**src/rtl/sltu_pkg.sv**
```systemverilog
`default_nettype none
package sltu_pkg;
	localparam int VAL_W     = 32;
	localparam int RATE_W    = 16;
	localparam int STATE_W   = 6;
	localparam int ACTION_W  = 3;
	localparam int PROD1_W   = VAL_W + RATE_W + 1;
	localparam int RND_W     = VAL_W + 1;
	localparam int DELTA_W   = VAL_W + 3;
	localparam int PROD2_W   = DELTA_W + RATE_W + 1;
	localparam int AD_W      = DELTA_W;
	localparam int SUM_W     = AD_W + RATE_W + 2;
	localparam int ROUND_HALF = 32768;

	localparam logic [VAL_W-1:0] TRACE_ONE = 32'h0001_0000;
	localparam logic [VAL_W-1:0] TRACE_MAX = 32'h7FFF_FFFF;

	localparam logic OP_EPISODE = 1'b0;
	localparam logic OP_READ    = 1'b1;

	localparam logic [1:0] REG_LEARNING_RATE = 2'd0;
	localparam logic [1:0] REG_DISCOUNT      = 2'd1;
	localparam logic [1:0] REG_TRACE_DECAY   = 2'd2;
	localparam logic [1:0] REG_PENALTY       = 2'd3;

	localparam logic [1:0] EP_NONE   = 2'd0;
	localparam logic [1:0] EP_FIRST  = 2'd1;
	localparam logic [1:0] EP_SECOND = 2'd2;
	localparam logic [1:0] EP_LATER  = 2'd3;

	typedef struct packed {
		logic                    start;
		logic signed [AD_W-1:0]  ad;
		logic [RATE_W-1:0]       g;
	} sweep_cmd_t;

	typedef struct packed {
		logic busy;
		logic done;
	} sweep_stat_t;

	function automatic logic signed [VAL_W-1:0] sat_wide(input logic signed [63:0] x);
		logic signed [VAL_W-1:0] r;
		if (x > 64'sh0000_0000_7FFF_FFFF)
			r = 32'sh7FFF_FFFF;
		else if (x < -64'sh0000_0000_8000_0000)
			r = 32'sh8000_0000;
		else
			r = x[VAL_W-1:0];
		return r;
	endfunction
endpackage
`default_nettype wire

```
**src/rtl/sltu_sweep.sv**
```systemverilog
`default_nettype none
module sltu_sweep #(
	parameter int DEPTH = 512,
	localparam int AW = $clog2(DEPTH)
) (
	input  wire logic                     clk,
	input  wire logic                     arst_n,
	input  wire sltu_pkg::sweep_cmd_t     cmd,
	input  wire logic [AW-1:0]            target,
	input  wire logic [sltu_pkg::VAL_W-1:0] q_rdata,
	input  wire logic [sltu_pkg::VAL_W-1:0] e_rdata,
	output logic                          rd_en,
	output logic [AW-1:0]                 rd_addr,
	output logic                          wr_en,
	output logic [AW-1:0]                 wr_addr,
	output logic [sltu_pkg::VAL_W-1:0]    q_wdata,
	output logic [sltu_pkg::VAL_W-1:0]    e_wdata,
	output sltu_pkg::sweep_stat_t         stat,
	output logic [sltu_pkg::VAL_W-1:0]    target_value
);
	import sltu_pkg::*;

	logic                    running_q;
	logic [AW:0]             rd_cnt_q;
	logic signed [AD_W-1:0]  ad_q;
	logic [RATE_W-1:0]       g_q;
	logic                    done_q;
	logic [VAL_W-1:0]        tv_q;

	logic                    v_s1;
	logic [AW-1:0]           idx_s1;
	logic                    v_s2;
	logic [AW-1:0]           idx_s2;
	logic signed [VAL_W-1:0] q_s2;
	logic signed [PROD2_W-1:0] ph_s2;
	logic signed [PROD2_W-1:0] pl_s2;
	logic [VAL_W+RATE_W-1:0] pe_s2;
	logic                    v_s3;
	logic [AW-1:0]           idx_s3;
	logic signed [VAL_W-1:0] q_s3;
	logic signed [PROD2_W:0] inc_s3;
	logic [VAL_W-1:0]        e_s3;

	logic signed [PROD2_W:0] inc_c;
	logic [VAL_W+RATE_W:0]   pe_rnd;
	logic signed [PROD2_W+1:0] q_sum;
	logic                    last_rd;

	assign rd_en   = running_q;
	assign rd_addr = rd_cnt_q[AW-1:0];
	assign last_rd = rd_cnt_q == (AW+1)'(DEPTH - 1);

	assign inc_c  = ph_s2 + ((pl_s2 + ROUND_HALF) >>> 16);
	assign pe_rnd = {1'b0, pe_s2} + (VAL_W+RATE_W+1)'(ROUND_HALF);
	assign q_sum  = q_s3 + inc_s3;

	assign wr_en   = v_s3;
	assign wr_addr = idx_s3;
	assign q_wdata = sat_wide(64'(q_sum));
	assign e_wdata = e_s3;

	assign stat.busy    = running_q | v_s1 | v_s2 | v_s3;
	assign stat.done    = done_q;
	assign target_value = tv_q;

	always_ff @(posedge clk or negedge arst_n) begin
		if (!arst_n) begin
			running_q <= 1'b0;
			rd_cnt_q  <= '0;
			v_s1      <= 1'b0;
			v_s2      <= 1'b0;
			v_s3      <= 1'b0;
			done_q    <= 1'b0;
		end else begin
			v_s1   <= running_q;
			v_s2   <= v_s1;
			v_s3   <= v_s2;
			done_q <= v_s3 && idx_s3 == AW'(DEPTH - 1);
			if (cmd.start) begin
				running_q <= 1'b1;
				rd_cnt_q  <= '0;
			end else if (running_q) begin
				rd_cnt_q <= rd_cnt_q + 1'b1;
				if (last_rd)
					running_q <= 1'b0;
			end
		end
	end

	always_ff @(posedge clk) begin
		if (cmd.start) begin
			ad_q <= cmd.ad;
			g_q  <= cmd.g;
		end
		idx_s1 <= rd_addr;
		idx_s2 <= idx_s1;
		q_s2   <= $signed(q_rdata);
		ph_s2  <= ad_q * $signed({1'b0, e_rdata[VAL_W-1:RATE_W]});
		pl_s2  <= ad_q * $signed({1'b0, e_rdata[RATE_W-1:0]});
		pe_s2  <= g_q * e_rdata;
		idx_s3 <= idx_s2;
		q_s3   <= q_s2;
		inc_s3 <= inc_c;
		e_s3   <= pe_rnd[VAL_W+RATE_W-1:RATE_W];
		if (v_s3 && idx_s3 == target)
			tv_q <= q_wdata;
	end

	property p_no_restart;
		@(posedge clk) disable iff (!arst_n) cmd.start |-> !stat.busy;
	endproperty
	a_no_restart: assert property (p_no_restart) else $error("sweep restarted while busy");

	property p_done_after_write;
		@(posedge clk) disable iff (!arst_n) done_q |-> $past(v_s3);
	endproperty
	a_done_after_write: assert property (p_done_after_write) else $error("done without write");

	property p_pipe_follow;
		@(posedge clk) disable iff (!arst_n) v_s2 |=> v_s3;
	endproperty
	a_pipe_follow: assert property (p_pipe_follow) else $error("pipeline word lost");
endmodule
`default_nettype wire

```
**config.mk**
```make
export PLATFORM = sky130hd
export DESIGN_NAME = sltu_sweep
export DESIGN_NICKNAME = d
export VERILOG_FILES = /design/src/rtl/sltu_pkg.sv /design/src/rtl/sltu_sweep.sv
export SDC_FILE = /design/constraint.sdc
export NUM_CORES = 2
export LEC_CHECK = 0
export BUFFER_PORTS_ARGS = -buffer_cell sky130_fd_sc_hd__buf_2
export CORE_MARGIN = 1.5
export CORE_UTILIZATION = 65
export DETAILED_ROUTE_END_ITERATION = 10
export HOLD_SLACK_MARGIN = 0.08
export PLACE_DENSITY = 0.83
export SLEW_MARGIN = 20
export SYNTH_ARGS = -nofsm -noshare
export SYNTH_HDL_FRONTEND = slang
export SYNTH_SLANG_ARGS = --single-unit
```
**constraint.sdc**
```tcl
create_clock -name clk -period 9.2 [get_ports clk]
set_input_delay 2.3 -clock clk [delete_from_list [all_inputs] [get_ports clk]]
set_output_delay 2.3 -clock clk [all_outputs]
set_load 0.01 [all_outputs]
```
==> qor.txt <==
Status: finished clean
Synthesized Nets: 9,709
Count of cell types in the netlist: 85
Die height: 331 µm
CTS buffer count: 47
IO buf count: 244
Final hold violation count: 0
Post-CTS Resized: 0
Routability cong.: 0.944
Gate Count Post-Synth: 7,634
Root Driver: clkbuf_16
CP Max Fanout: 33
Clock transition at the registers of the reported paths: 0.06 ns
RSZ-0062 raised after global routing: false
Via density per instance: 5.69
DR vias: 52.4k
CTS tree: built
Remaining global-route overflow: 0
# clock sinks: 396
Initial DRC count: 3,957
Finish-stage setup viols: 0
Synth-to-layout area growth: 6.98%
NumNets Final: 9,844
Setup Skew: 0.0515 ns
Crit path DAT: 9.39 ns
Routed WL: 178 mm
Synth Flop Type: dfxtp_1
Hpwl dp: 142 mm
Layout cells sized above 1: 0.0771
Hold crit path type: reg2reg
Final count of pins violating max slew: 0
WS Path Type: in2reg
Most common cell after layout, fill and taps aside: inv_1
Async SR Flop Fraction: 0.0379
GRT Overall Usage: 0.339
IO Pins: 245
Core Area: 107,000 µm²
Antenna Nets Post-Route: 0
Most frequent cells in the layout: inv_1, fa_1, nand2_1, and2_1, ha_1
Starting Density: 0.654
Filler cell count: 7,840
F_max: 113 MHz
Mapped cell area: 69,900 µm²
WL/cell: 19.3 µm
Die area: 110,000 µm²
Final instance area: 74,800 µm²
H-tree depth: 2
Slew HR: 0.199
Post-layout min period: 8.84 ns
Clk Latency, worst-skew pair: 0.68 ns
Max Cap Viol: 0
CP Capture Type: flip-flop
Seq/Total Area, Yosys: 0.126
Largest net degree at the start of global routing: 45
Post-CTS Setup Bufs: 0
Worst Path Required: 9.75 ns
Worst slew pin tran: 1.20 ns
Area post-placement: 73,100 µm²
Tcrit/Tclk final: 0.961
Hold bufs inserted after CTS: 0
Drc violations: 0
Cells on worst reg2reg path: 25
Yosys warns: 0
DRT Pass-1 Iters: 6
Row Count: 120
Post-synth EDFFs: 83
First-pass GRT wire length: 290 mm
Initial antenna violation count: 15
Max Buffers Root-to-Sink: 3
Crit start category: input pin
Die width: 331 µm
Vias in the first global route: 56.8k
Hold path depth: 0
Avg Cell Area, Syn: 9.16 µm²
Flops & latches, synth: 396
==> state kept, by name, indices dropped and copies added, names as in the netlist, 10 cells and up <==
signal and cells:
ph_s2 52, e_wdata 32, rd_cnt_q 10, pe_s2 33
target_value 32, ad_q 35, q_s2 32, pl_s2 37
inc_s3 53, q_s3 32, g_q 16
==> routing by layer <==
metal / GRT usage / share of wire
met3: 0.0735 / 0.10
met1: 0.436 / 0.38
met2: 0.559 / 0.47
met4: 0.140 / 0.044
met5: 0 / 0.00047
==> cell usage after synthesis (all sizes together) (83+ instances only) <==
library cell,instances,area [µm²]
ha,469,5870
dfxtp,298,5970
clkbuf,355,1380
xor2,103,902
and2,610,3820
a21oi,190,955
nand2,1171,4400
edfxtp,83,2490
fa,1479,29600
inv,1745,6550
nor2,123,462
o21ai,142,778
a21o,130,976
xnor2,200,1750
==> path summary, 6_finish.rpt <==
path,from,endpoint,slack [ns]
min reg2reg,q_s2[19]$_DFF_P_,q_s3[19]$_DFF_P_,0.33
max reg2reg,g_q[1]$_DFFE_PP_,pe_s2[47]$_DFF_P_,1.27
max in group asynchronous,arst_n,rd_cnt_q[0]$_DFFE_PN0P_,7.38
min in group asynchronous,arst_n,rd_cnt_q[3]$_DFFE_PN0P_,1.54
min,q_s2[19]$_DFF_P_,q_s3[19]$_DFF_P_,0.33
max,e_rdata[6],pl_s2[51]$_DFF_P_,0.36
==> area by class of cell <==
type	instances	area, µm²	share of cell area
Inverter	1745	6550	0.0876
Sequential cell	396	8830	0.118
Multi-Input combinational cell	5109	52900	0.708
Clock inverter	24	304	0.00407
Timing Repair Buffer	470	3000	0.0401
Clock buffer	63	1410	0.0189
Antenna cell	4	10.0	0.000134
Tap cell	1403	1760	0.0235
==> through the flow <==
step | std cells | hold WS (ns) | TNS [ns] | utilization | setup slack [ns]
finish | 9214 | 0.326 | 0 | 0.700 | 0.361
CTS | 9210 | 0.326 | 0 | 0.700 | 0.433
global route | 9213 | 0.329 | 0 | 0.700 | 0.126
global placement | 9123 | 0.310 | -0.255 | 0.683 | -0.115
detailed placement | 9123 | 0.312 | -1.00 | 0.683 | -0.195
floorplan | 7634 | 0.310 | 0 | - | 0.0436
==> worst max-delay path, cell delays in order <==
cell and delay (ns):
buf_2 0.19, buf_4 0.14, buf_4 0.35, and2_1 0.23, fa_1 0.43, inv_1 0.08
fa_1 0.45, fa_1 0.51, fa_1 0.55, inv_1 0.05, fa_1 0.47, inv_1 0.05
fa_1 0.47, inv_1 0.04, ha_1 0.28, a2111oi_0 0.11, nand3_1 0.10, o211ai_1 0.21
o2111ai_1 0.42, nand2_1 0.21, o31a_1 0.40, o31ai_1 0.43, a31oi_1 0.16, buf_4 0.18
o211ai_1 0.24, a31oi_1 0.15, xnor2_1 0.14
==> kinds of logic (layout without fill, tap and decap cells) <==
| family | after synthesis | after routing | share of synthesized area |
|---|---|---|---|
| compound gates | 651 | 651 | 0.0611 |
| xor+xnor | 303 | 303 | 0.0380 |
| fa+ha+maj | 1948 | 1948 | 0.507 |
| buf+inv | 2129 | 2302 | 0.117 |
| flops | 396 | 396 | 0.126 |
| mux | 1 | 1 | 0.000143 |
| other cells | 0 | 4 | 0 |
| simple gates | 2206 | 2206 | 0.150 |
Power is left out: the tool's default activity adds up to more than one toggle a clock period on the data nets, which glitch-free logic cannot reach.
